[config.mk]
export PLATFORM = sky130hd
export DESIGN_NAME = dash_keyword_value_tokenizer
export DESIGN_NICKNAME = d
export VERILOG_FILES = /design/src/hdl/dkv_pkg.sv /design/src/hdl/dash_keyword_value_tokenizer.sv /design/src/hdl/dkv_front.sv /design/src/hdl/dkv_queue.sv /design/src/hdl/dkv_back.sv
export SDC_FILE = /design/constraint.sdc
export NUM_CORES = 1
export LEC_CHECK = 0
export ABC_AREA = 0
export BUFFER_PORTS_ARGS = -buffer_cell sky130_fd_sc_hd__buf_2
export CAP_MARGIN = 20
export CELL_PAD_IN_SITES_DETAIL_PLACEMENT = 0
export CELL_PAD_IN_SITES_GLOBAL_PLACEMENT = 1
export CORE_MARGIN = 3
export CORE_UTILIZATION = 35
export DETAILED_ROUTE_END_ITERATION = 16
export HOLD_SLACK_MARGIN = 0.03
export PLACE_DENSITY = 0.54
export SETUP_SLACK_MARGIN = 0.02
export SYNTH_ARGS = -nofsm -noshare
export SYNTH_HDL_FRONTEND = slang
export SYNTH_HIERARCHICAL = 1
export SYNTH_SLANG_ARGS = --single-unit
export TNS_END_PERCENT = 30
[constraint.sdc]
create_clock -name clk -period 5.97 [get_ports clk]
set_clock_uncertainty 0.05 [all_clocks]
set_input_delay 1.791 -clock clk [delete_from_list [all_inputs] [get_ports clk]]
set_output_delay 1.791 -clock clk [all_outputs]
set_load 0.01 [all_outputs]
[src/hdl/dkv_pkg.sv]
package dkv_pkg;

    // Character codes the parser looks for
    localparam logic [7:0] CH_DASH  = 8'h2D;
    localparam logic [7:0] CH_QUOTE = 8'h22;
    localparam logic [7:0] CH_SPACE = 8'h20;
    localparam logic [7:0] CH_NUL   = 8'h00;
    localparam logic [7:0] CH_LC_A  = 8'h61;
    localparam logic [7:0] CH_LC_Z  = 8'h7A;
    localparam logic [7:0] CASE_OFS = 8'h20;

    // Default depth of the queue between parser and serializer
    localparam int QUEUE_DEPTH_DEF = 4;

    // Most output bytes that one input byte can produce
    localparam int MAX_RES = 3;

    // Parser phase
    typedef enum logic [2:0] {
        PH_SEEK     = 3'd0,
        PH_KEY      = 3'd1,
        PH_PREVAL   = 3'd2,
        PH_VALSTART = 3'd3,
        PH_VALUE    = 3'd4,
        PH_IGNORE   = 3'd5
    } phase_t;

    // Parser state
    typedef struct packed {
        phase_t phase;
        logic   quoted_value;
        logic   quote_pending;
    } pstate_t;

    // One output byte with its flags
    typedef struct packed {
        logic [7:0] data;
        logic       counted;
        logic       last;
    } res_t;

    // All output bytes that one input byte produces, slot 0 goes out first
    typedef struct packed {
        logic [1:0]         n;
        res_t [MAX_RES-1:0] slot;
    } entry_t;

    // Queue status seen by the top level
    typedef struct packed {
        logic full;
        logic empty;
    } qstat_t;

endpackage

[src/hdl/dash_keyword_value_tokenizer.sv]
// Channel   Dir  Handshake                     Payload
// s_axis    in   s_axis_tvalid/s_axis_tready  tdata[7:0] = ch
// m_axis    out  m_axis_tvalid/m_axis_tready  tdata[7:0] = out_byte, tuser = counted,
//                                              tlast = last
//
// One input byte per cycle; the parser classifies it in the cycle it is taken.
// A byte yields zero to three output bytes, sent one per cycle by the serializer while
// m_axis_tready is high, so the input sees back-pressure only when the entry queue (QUEUE_DEPTH) fills.
// The output bytes of an input transfer pass through the entry queue and the serializer's work register.
// rst_n clears parser state, queue pointers and the serializer at once.
module dash_keyword_value_tokenizer
    import dkv_pkg::*;
#(
    parameter int QUEUE_DEPTH = QUEUE_DEPTH_DEF
)
(
    input  logic       clk,
    input  logic       rst_n,
    input  logic       s_axis_tvalid,
    output logic       s_axis_tready,
    input  logic [7:0] s_axis_tdata,   // [7:0] ch
    output logic       m_axis_tvalid,
    input  logic       m_axis_tready,
    output logic [7:0] m_axis_tdata,   // [7:0] out_byte
    output logic       m_axis_tuser,   // [0] counted
    output logic       m_axis_tlast
);

    logic   push;
    entry_t push_entry;
    logic   pop;
    entry_t pop_entry;
    qstat_t qstat;

    assign s_axis_tready = !qstat.full;

    // Parser
    dkv_front u_front
    (
        .clk        (clk),
        .rst_n      (rst_n),
        .in_valid   (s_axis_tvalid),
        .in_ready   (s_axis_tready),
        .ch         (s_axis_tdata),
        .push       (push),
        .push_entry (push_entry)
    );

    // Entry queue
    dkv_queue #(
        .DEPTH (QUEUE_DEPTH)
    ) u_queue
    (
        .clk        (clk),
        .rst_n      (rst_n),
        .push       (push),
        .push_entry (push_entry),
        .pop        (pop),
        .pop_entry  (pop_entry),
        .stat       (qstat)
    );

    // Serializer
    dkv_back u_back
    (
        .clk       (clk),
        .rst_n     (rst_n),
        .q_valid   (!qstat.empty),
        .q_entry   (pop_entry),
        .pop       (pop),
        .out_valid (m_axis_tvalid),
        .out_ready (m_axis_tready),
        .out_byte  (m_axis_tdata),
        .counted   (m_axis_tuser),
        .last      (m_axis_tlast)
    );

    // Final terminator is an uncounted zero
    assert property (@(posedge clk) disable iff (!rst_n)
        m_axis_tvalid && m_axis_tlast |-> m_axis_tdata == CH_NUL && !m_axis_tuser)
        else $error("final terminator malformed");

    // Every byte other than the final terminator is counted
    assert property (@(posedge clk) disable iff (!rst_n)
        m_axis_tvalid && !m_axis_tlast |-> m_axis_tuser)
        else $error("uncounted byte before terminator");

    // Empty entries never enter the queue
    assert property (@(posedge clk) disable iff (!rst_n)
        push |-> push_entry.n != 2'd0)
        else $error("empty entry pushed");

endmodule

[src/hdl/dkv_front.sv]
module dkv_front
    import dkv_pkg::*;
(
    input  logic   clk,
    input  logic   rst_n,
    input  logic   in_valid,
    input  logic   in_ready,
    input  logic [7:0] ch,
    output logic   push,
    output entry_t push_entry
);

    typedef struct packed {
        pstate_t st;
        entry_t  e;
    } step_t;

    localparam pstate_t ST_RESET = '{phase: PH_SEEK, quoted_value: 1'b0, quote_pending: 1'b0};

    pstate_t state_reg;
    pstate_t state_next;
    step_t   step;

    // Append one result byte to the entry
    function automatic step_t put_r(step_t s, logic [7:0] b, logic cnt, logic lst);
        step_t r;
        r = s;
        unique case (s.e.n)
            2'd0: r.e.slot[0] = '{data: b, counted: cnt, last: lst};
            2'd1: r.e.slot[1] = '{data: b, counted: cnt, last: lst};
            2'd2: r.e.slot[2] = '{data: b, counted: cnt, last: lst};
            default: r.e.slot[2] = s.e.slot[2];
        endcase
        if (s.e.n != 2'd3)
        begin
            r.e.n = s.e.n + 2'd1;
        end
        return r;
    endfunction

    // Final terminator, back to reset state
    function automatic step_t finish_r(step_t s);
        step_t r;
        r = put_r(s, CH_NUL, 1'b0, 1'b1);
        r.st = ST_RESET;
        return r;
    endfunction

    // Byte seen while looking for a keyword dash
    function automatic step_t seek_r(step_t s, logic [7:0] c);
        step_t r;
        r = s;
        priority if (c == CH_SPACE)
        begin
            r = s;
        end
        else if (c == CH_DASH)
        begin
            r.st.phase = PH_KEY;
        end
        else if (c == CH_NUL)
        begin
            r = finish_r(s);
        end
        else
        begin
            r = finish_r(s);
            r.st.phase = PH_IGNORE;
        end
        return r;
    endfunction

    // Byte inside a value
    function automatic step_t value_r(step_t s, logic [7:0] c);
        step_t r;
        r = s;
        priority if (c == CH_QUOTE)
        begin
            r.st.quote_pending = 1'b1;
        end
        else if (c == CH_NUL)
        begin
            r = finish_r(put_r(s, CH_NUL, 1'b1, 1'b0));
        end
        else if (c == CH_SPACE && !s.st.quoted_value)
        begin
            r = put_r(s, CH_NUL, 1'b1, 1'b0);
            r.st.phase = PH_SEEK;
        end
        else
        begin
            r = put_r(s, c, 1'b1, 1'b0);
        end
        return r;
    endfunction

    // Byte between a key and its value
    function automatic step_t preval_r(step_t s, logic [7:0] c);
        step_t r;
        r = s;
        priority if (c == CH_SPACE)
        begin
            r = s;
        end
        else if (c == CH_DASH)
        begin
            r = finish_r(s);
            r.st.phase = PH_IGNORE;
        end
        else if (c == CH_QUOTE)
        begin
            r.st.quoted_value = 1'b1;
            r.st.phase = PH_VALSTART;
        end
        else if (c == CH_NUL)
        begin
            r = finish_r(s);
        end
        else
        begin
            r.st.quoted_value = 1'b0;
            r.st.phase = PH_VALUE;
            r = value_r(r, c);
        end
        return r;
    endfunction

    // Classify the current byte against the parser state
    always_comb
    begin
        step_t s;
        s.st = state_reg;
        s.e  = '0;
        step = s;
        unique case (state_reg.phase)
            PH_KEY:
            begin
                priority if (ch == CH_NUL)
                begin
                    step = finish_r(put_r(s, CH_NUL, 1'b1, 1'b0));
                end
                else if (ch == CH_SPACE)
                begin
                    step = put_r(s, CH_NUL, 1'b1, 1'b0);
                    step.st.phase = PH_PREVAL;
                end
                else if (ch >= CH_LC_A && ch <= CH_LC_Z)
                begin
                    step = put_r(s, ch - CASE_OFS, 1'b1, 1'b0);
                end
                else
                begin
                    step = put_r(s, ch, 1'b1, 1'b0);
                end
            end
            PH_PREVAL:
            begin
                step = preval_r(s, ch);
            end
            PH_VALSTART:
            begin
                if (ch == CH_NUL)
                begin
                    step = finish_r(s);
                end
                else
                begin
                    s.st.phase = PH_VALUE;
                    step = value_r(s, ch);
                end
            end
            PH_VALUE:
            begin
                if (state_reg.quote_pending)
                begin
                    s.st.quote_pending = 1'b0;
                    priority if (ch == CH_QUOTE)
                    begin
                        step = put_r(s, CH_QUOTE, 1'b1, 1'b0);
                    end
                    else if (state_reg.quoted_value)
                    begin
                        // closing quote: end the value, then look for a dash
                        step = put_r(s, CH_NUL, 1'b1, 1'b0);
                        step.st = ST_RESET;
                        step = seek_r(step, ch);
                    end
                    else
                    begin
                        step = value_r(put_r(s, CH_QUOTE, 1'b1, 1'b0), ch);
                    end
                end
                else
                begin
                    step = value_r(s, ch);
                end
            end
            PH_IGNORE:
            begin
                if (ch == CH_NUL)
                begin
                    step.st = ST_RESET;
                end
            end
            default:
            begin
                s.st = ST_RESET;
                step = seek_r(s, ch);
            end
        endcase
    end

    // Next state: advance only on a transfer
    always_comb
    begin
        state_next = state_reg;
        if (in_valid && in_ready)
        begin
            state_next = step.st;
        end
    end

    // Outputs: hand the entry to the queue when it holds results
    always_comb
    begin
        push       = in_valid && in_ready && (step.e.n != 2'd0);
        push_entry = step.e;
    end

    always_ff @(posedge clk or negedge rst_n)
    begin
        if (!rst_n)
        begin
            state_reg <= ST_RESET;
        end
        else
        begin
            state_reg <= state_next;
        end
    end

endmodule

[src/hdl/dkv_queue.sv]
module dkv_queue
    import dkv_pkg::*;
#(
    parameter int DEPTH = QUEUE_DEPTH_DEF
)
(
    input  logic   clk,
    input  logic   rst_n,
    input  logic   push,
    input  entry_t push_entry,
    input  logic   pop,
    output entry_t pop_entry,
    output qstat_t stat
);

    localparam int AW = (DEPTH > 1) ? $clog2(DEPTH) : 1;
    localparam int CW = $clog2(DEPTH + 1);
    localparam logic [AW-1:0] LAST_PTR = AW'(DEPTH - 1);
    localparam logic [CW-1:0] FULL_CNT = CW'(DEPTH);

    entry_t        mem_reg [DEPTH];
    logic [AW-1:0] wr_ptr_reg;
    logic [AW-1:0] wr_ptr_next;
    logic [AW-1:0] rd_ptr_reg;
    logic [AW-1:0] rd_ptr_next;
    logic [CW-1:0] count_reg;
    logic [CW-1:0] count_next;
    logic          do_push;
    logic          do_pop;

    assign stat.full  = (count_reg == FULL_CNT);
    assign stat.empty = (count_reg == '0);
    assign do_push    = push && !stat.full;
    assign do_pop     = pop && !stat.empty;
    assign pop_entry  = mem_reg[rd_ptr_reg];

    // Pointer and fill count update
    always_comb
    begin
        wr_ptr_next = wr_ptr_reg;
        rd_ptr_next = rd_ptr_reg;
        count_next  = count_reg;
        if (do_push)
        begin
            wr_ptr_next = (wr_ptr_reg == LAST_PTR) ? '0 : wr_ptr_reg + AW'(1);
        end
        if (do_pop)
        begin
            rd_ptr_next = (rd_ptr_reg == LAST_PTR) ? '0 : rd_ptr_reg + AW'(1);
        end
        if (do_push && !do_pop)
        begin
            count_next = count_reg + CW'(1);
        end
        else if (do_pop && !do_push)
        begin
            count_next = count_reg - CW'(1);
        end
    end

    always_ff @(posedge clk or negedge rst_n)
    begin
        if (!rst_n)
        begin
            wr_ptr_reg <= '0;
            rd_ptr_reg <= '0;
            count_reg  <= '0;
        end
        else
        begin
            wr_ptr_reg <= wr_ptr_next;
            rd_ptr_reg <= rd_ptr_next;
            count_reg  <= count_next;
        end
    end

    // Entry storage, no reset needed
    always_ff @(posedge clk)
    begin
        if (do_push)
        begin
            mem_reg[wr_ptr_reg] <= push_entry;
        end
    end

endmodule

[src/hdl/dkv_back.sv]
module dkv_back
    import dkv_pkg::*;
(
    input  logic       clk,
    input  logic       rst_n,
    input  logic       q_valid,
    input  entry_t     q_entry,
    output logic       pop,
    output logic       out_valid,
    input  logic       out_ready,
    output logic [7:0] out_byte,
    output logic       counted,
    output logic       last
);

    entry_t     work_reg;
    entry_t     work_next;
    logic [1:0] idx_reg;
    logic [1:0] idx_next;
    logic       busy_reg;
    logic       busy_next;
    logic       at_end;
    logic       xfer;
    res_t       cur;

    assign xfer   = busy_reg && out_ready;
    assign at_end = (idx_reg == work_reg.n - 2'd1);
    assign pop    = q_valid && (!busy_reg || (xfer && at_end));

    // Pick the slot being shown
    always_comb
    begin
        unique case (idx_reg)
            2'd0:    cur = work_reg.slot[0];
            2'd1:    cur = work_reg.slot[1];
            default: cur = work_reg.slot[2];
        endcase
    end

    assign out_valid = busy_reg;
    assign out_byte  = cur.data;
    assign counted   = cur.counted;
    assign last      = cur.last;

    // Step through the entry, load the next one as the last slot leaves
    always_comb
    begin
        work_next = work_reg;
        idx_next  = idx_reg;
        busy_next = busy_reg;
        if (pop)
        begin
            work_next = q_entry;
            idx_next  = 2'd0;
            busy_next = 1'b1;
        end
        else if (xfer)
        begin
            if (at_end)
            begin
                busy_next = 1'b0;
            end
            else
            begin
                idx_next = idx_reg + 2'd1;
            end
        end
    end

    always_ff @(posedge clk or negedge rst_n)
    begin
        if (!rst_n)
        begin
            idx_reg  <= 2'd0;
            busy_reg <= 1'b0;
        end
        else
        begin
            idx_reg  <= idx_next;
            busy_reg <= busy_next;
        end
    end

    always_ff @(posedge clk)
    begin
        work_reg <= work_next;
    end

endmodule

Word level (Yosys, flattened, before mapping)
Memory sizes are Yosys's and may differ from the RTL's. A register that Yosys moved wholly into a read port is not among the register bits.
Index checks and enable logic that the tools add are counted.
- bits in registers: 15
- memory bits (read-only): 0
- logic and storage cells: 187
- memories kept: 1
- bits in latches: 0
- output and inout bits: 12
- bits in writable memories: 128
- input port bits: 12
- memories (name ; depth ; bits a word ; read ports ; clocked after Yosys merged registers in ; write ports ; line ; text):
    u_queue.mem_reg ; 4 ; 32 ; 1 ; 1 ; 1 ; dkv_queue.sv:21 ; entry_t mem_reg [DEPTH];
- reduce and logical (&&, ||, !) cells: 35
- multiplexer cells: 88
- shift operators: 0
- order comparisons: 2
- multiply operators: 0
- eq/ne operators: 41
- bitwise operators: 0
- div/mod/pow operators: 0
- add/subtract/negate cells: 12
- operators by type and width (kind ; count):
    37-bit two-way mux ; 18
    32-bit one-hot mux with 5 select lines ; 1
    2-bit two-way mux ; 34
    34-bit two-way mux ; 2
    32-bit two-way mux ; 2
    10-bit two-way mux ; 5
    33-bit two-way mux ; 1
    5-bit one-hot mux with 5 select lines ; 1
    8-bit by 6-bit equality test with 1-bit output (second input constant) ; 3
    7-bit AND reduction ; 3
    10-bit one-hot mux with 2 select lines ; 1
    2-bit by 1-bit adder with 2-bit output (second input constant) ; 8
    8-bit two-way mux ; 2
    2-bit != test (second input constant) ; 8
    2-bit equality test (second input constant) ; 7
    1-bit two-way mux ; 13
    2-bit by 1-bit equality test with 1-bit output (second input constant) ; 6
    2-bit zero test ; 6
    3-bit two-way mux ; 4
    4-bit two-way mux ; 3
    3-bit by 1-bit != test with 1-bit output (second input constant) ; 4
    1-bit logical AND ; 11
    3-bit equality test (second input constant) ; 3
    8-bit by 7-bit >= comparator with 1-bit output (second input constant) ; 1
    18 further kinds ; 31

Longest topological paths before layout
- word-level depth: 25
- mapped depth: 15

Modules after synthesis
The synthesis kept the hierarchy.
- modules (own cells, without submodules) (module ; sequential area each (µm²) ; cells each ; area an instance (µm²) ; times used):
    dkv_queue ; 4018.9 ; 205 ; 5084.9 ; 1
    dkv_back ; 1036.0 ; 88 ; 1355.0 ; 1
    dkv_front ; 125.1 ; 191 ; 1326.3 ; 1
    dash_keyword_value_tokenizer ; 0.0 ; 2 ; 7.5 ; 1

Worst setup path before layout
Ideal clock, no wire load.
- path type: input to register
- start: in s_axis_tdata[4]
- end: mem u_queue/mem_reg[0][0] (netlist bit), enable pin
- required time: 5.499 ns
- setup slack: 0.691 ns
- path buffers: 2
- setup time: 0.421 ns
- arrival: 4.808 ns
- stages on the path: 9
- cells stage by stage: buf_6 > or4b_1 > clkbuf_1 > or2_1 > a211oi_1 > nor4_1 > a41oi_1 > nand2_1 > nor2_1
- cells in the longest elaborated chain, start to end: 12
- RTL lines (element ; line ; text):
    from (decl) ; dash_keyword_value_tokenizer.sv:21 ; input logic [7:0] s_axis_tdata,
    8-bit by 6-bit equality test with 1-bit output ; dkv_front.sv:57, dkv_front.sv:105 ;
    34-bit two-way mux ; dkv_front.sv:57 ; else if (c == CH_DASH)
    37-bit two-way mux ; dkv_front.sv:53 ; priority if (c == CH_SPACE)
    37-bit two-way mux ; dkv_front.sv:181 ; else if (state_reg.quoted_value)
    37-bit two-way mux ; dkv_front.sv:177 ; priority if (ch == CH_QUOTE)
    37-bit two-way mux ; dkv_front.sv:174 ; if (state_reg.quote_pending)
    32-bit one-hot mux with 5 select lines * ; dkv_front.sv:135 ; unique case (state_reg.phase)
    2-bit nonzero test * ; dkv_front.sv:226 ; push = in_valid && in_ready && (step.e.n != 2'd0);
    1-bit logical AND * ; dkv_front.sv:226 ;
    via push ; dash_keyword_value_tokenizer.sv:29 ; logic push;
    1-bit logical AND * ; dkv_queue.sv:33 ; assign do_push = push && !stat.full;
    1-bit two-way mux * ; dkv_queue.sv:80 ; if (do_push)
    1-bit two-way mux (implied by the code) * ; dkv_queue.sv:82 ; mem_reg[wr_ptr_reg] <= push_entry;
    to (decl) ; dkv_queue.sv:21 ;
The timed path passes the listed nets; every way through them passes the cells marked *. The select of a mux whose other input is x is not followed.

Final worst setup path
- start: in s_axis_tdata[6]
- end: reg u_queue.count_reg[1]
- RTL lines (element ; line ; text):
    8-bit by 6-bit equality test with 1-bit output ; dkv_front.sv:57, dkv_front.sv:105 ;
    34-bit two-way mux ; dkv_front.sv:57 ;
    37-bit two-way mux ; dkv_front.sv:53 ;
    37-bit two-way mux ; dkv_front.sv:181 ;
    37-bit two-way mux ; dkv_front.sv:177 ;
    37-bit two-way mux ; dkv_front.sv:174 ;
    32-bit one-hot mux with 5 select lines * ; dkv_front.sv:135 ;
    2-bit nonzero test * ; dkv_front.sv:226 ;
    1-bit logical AND * ; dkv_front.sv:226 ;
    via push ; dash_keyword_value_tokenizer.sv:29 ;
    1-bit logical AND * ; dkv_queue.sv:33 ;
    via u_queue.do_push ; dkv_queue.sv:28 ; logic do_push;
    1-bit logical AND * ; dkv_queue.sv:51 ; if (do_push && !do_pop)
    3-bit two-way mux * ; dkv_queue.sv:51 ;
    via u_queue.count_next[1] ; dkv_queue.sv:27 ; logic [CW-1:0] count_next;
    to (signal assigned) ; dkv_queue.sv:73 ; count_reg <= count_next;
    to (decl) ; dkv_queue.sv:26 ; logic [CW-1:0] count_reg;
Marked as above.
A chain may end at the register's enable or synchronous reset.

==> results.ini <==
[clock_tree]
post_cts.repair.setup_buffers = 0
clk_pin_slew_ns = 0.07
cts_buffers = 17
clk_latency_ns = 0.43
ctsHtreeMaxLevel = 4
root_buffer = clkbuf_16
clk_path_buf_depth = 2
cts_sinks = 175
cts_resized = 0
hold_buffers = 0
cts_tree = yes

[global_route]
grt_pass1_wl_microns = 25300
grt_pass1_vias = 4278
grt_use_total = 0.140
grt_overflow_total = 0
antenna_found_initial = 0
grt_max_degree = 36

[sta]
finalSetupTns_ns = 0
period_share = 0.817
min_period_ns = 4.87
fmax_mhz = 205
tightest_slew_ns = 0.890
hold_violations = 0
slew_headroom = 0.405
hold_ws_ns = 0.493
rsz0062_at_grt = no
setup_slack_ns = 1.10
setup_violations = 0
slew_violations = 0

[detailed_routing]
ant_nets = 0
drc = 0
first_pass_iters = 4
initialDrtViolationCount = 268
via_count = 4117
post_drt_wl_per_cell_microns = 20.4
wl_microns = 16000
via_per_inst = 5.26

[die]
core-area_sq_um = 21400
die_w_microns = 155
start_util = 0.363
ios = 24
dieArea_sq_um = 24000
rows = 53
die-height_microns = 155

[synthesis]
yosysMostFrequentCell = edfxtp_1
ys_ff_latch = 175
synth-main-ff-cell = edfxtp_1
synth_top_area_cell = edfxtp_1
synth_edf_count = 160
yosysWarnings = 6
synth_area_leaders = edfxtp_1 (62%), mux4_2 (9.3%), dfrtp_1 (4.8%)
synthDistinctLibCells = 72
synthTopCellsByCount = edfxtp_1 (160), nand2_1 (42), buf_4 (32), mux4_2 (32), dfrtp_1 (15)
syn-cell-area_sq_um = 7770
yosysSeqAreaShare = 0.666
synth.avg_cell_area_sq_um = 16.0
async_reset_ff_frac = 0.0857
synthCells = 486
synth_top_cell_area_share = 0.618

[cells_and_area]
largest_register_ffs = 128
fin_area_sq_um = 8590
final_util = 0.401
nets = 518
antenna_cells = 0
area_growth_pct = 10.5
final.fill_count = 1980
drive_gt1_frac = 0.234

[placed_design]
post-place-ws_ns = 0.751
gp_congestion = 0.829
port-buffer-count = 23
hpwl_microns = 10100
dpl-instance-area_sq_um = 8000

[worst_setup_path]
critPathRequiredTime_ns = 6.23
crit_path_start_kind = input pin
worstPathMaxFanout = 6
rr_endpoint = u_queue/count_reg[2]$_DFFE_PN0P_
r2r-start = u_front/state_reg[3]$_DFFE_PN0P_
cp.arrival_ns = 5.13
end_kind = register
rrSetupSlack_ns = 1.90
reg2regPathDepth = 12
path_class = input pin to register

[hold_path]
hold_class = register to register
whs_endpoint = u_queue/count_reg[2]$_DFFE_PN0P_
hold_depth = 1
min-delay-start = u_queue/count_reg[2]$_DFFE_PN0P_

[pwr]
power.density_nw_per_um2 = 493
irDropWorstVdd_uv = 192
leakagePower_nw = 2.99

[status]
status = complete, no violations

[job]
cap_violations = 0

[logic make-up after synthesis]
kind of cell    Yosys count  share of synthesized area
compound gates           67                     0.0637
xor+xnor                  5                    0.00660
fa+ha+maj                11                     0.0187
buf+inv                  66                     0.0531
flops                   175                      0.666
mux                      42                      0.108
other cells               1                   0.000482
simple gates            119                     0.0827
[power by group]
| group | switching [mW] | total [mW] | internal [mW] | leakage (nW) |
|---|---|---|---|---|
| Combinational | 0.743 | 1.28 | 0.533 | 1.04 |
| Clock | 0.504 | 1.11 | 0.601 | 0.294 |
| Sequential | 0.119 | 1.86 | 1.74 | 1.66 |
| Total | 1.37 | 4.24 | 2.87 | 2.99 |
[critical path, stage by stage]
cell     delay, ns
buf_2         0.13
inv_1         0.13
ha_1          0.19
or4b_4        0.49
nor2_1        0.31
nor3_1        0.11
nor4_1        0.54
a41oi_1       0.25
nor2b_4       0.21
ha_1          0.23
inv_1         0.08
fa_1          0.38
mux2_1        0.29
[routing by layer]
metal	track usage	vias to the layer above	routed length, microns
met2	0.224	78	7880
li1	-	1881	-
met3	0.0314	14	475
met5	0	-	0
met1	0.191	2144	7470
met4	0.0450	0	176
[stage by stage]
step,instances,total power [mW]
after floorplan,494,2.84
after global placement,751,3.19
after detailed placement,751,3.20
after CTS,783,4.32
after global routing,783,4.50
final,783,4.24
[placed cells by master (no fill, tap or decap), types with 12 or more instances in the layout]
master / Yosys / routed
edfxtp_1: 160 / 160
nand2_1: 42 / 42
mux4_2: 32 / 32
buf_2: 6 / 23
clkbuf_16: 0 / 17
dfrtp_1: 15 / 14
inv_1: 13 / 13
a22oi_1: 13 / 13
a21oi_1: 13 / 13
buf_4: 32 / 12
nor3_1: 12 / 12
[layout make-up]
| cell class | count | area, sq um | share of cell area |
|---|---|---|---|
| sequential | 175 | 5180 | 0.603 |
| tap | 275 | 344 | 0.0400 |
| inverter | 13 | 48.8 | 0.00568 |
| timing repair buffer | 35 | 205 | 0.0239 |
| clock inverter | 14 | 166 | 0.0194 |
| multi-input combinational | 253 | 2220 | 0.258 |
| clock buffer | 18 | 429 | 0.0499 |
[worst max path at each step]
stage | cells past startpoint | start | to | slack, ns
2_1_floorplan | 9 | s_axis_tdata[4] | u_queue/mem_reg[0][0]$_DFFE_PP_ | 0.69
3_3_place_gp | 13 | s_axis_tdata[6] | u_queue/count_reg[1]$_DFFE_PN0P_ | 0.84
3_5_place_dp | 13 | s_axis_tdata[6] | u_queue/count_reg[1]$_DFFE_PN0P_ | 0.75
4_1_cts | 13 | s_axis_tdata[6] | u_queue/count_reg[1]$_DFFE_PN0P_ | 1.20
5_1_grt | 15 | s_axis_tdata[6] | u_queue/count_reg[2]$_DFFE_PN0P_ | 0.93
6_report | 13 | s_axis_tdata[6] | u_queue/count_reg[1]$_DFFE_PN0P_ | 1.10
Note: power is estimated with default switching activity, not from simulation.
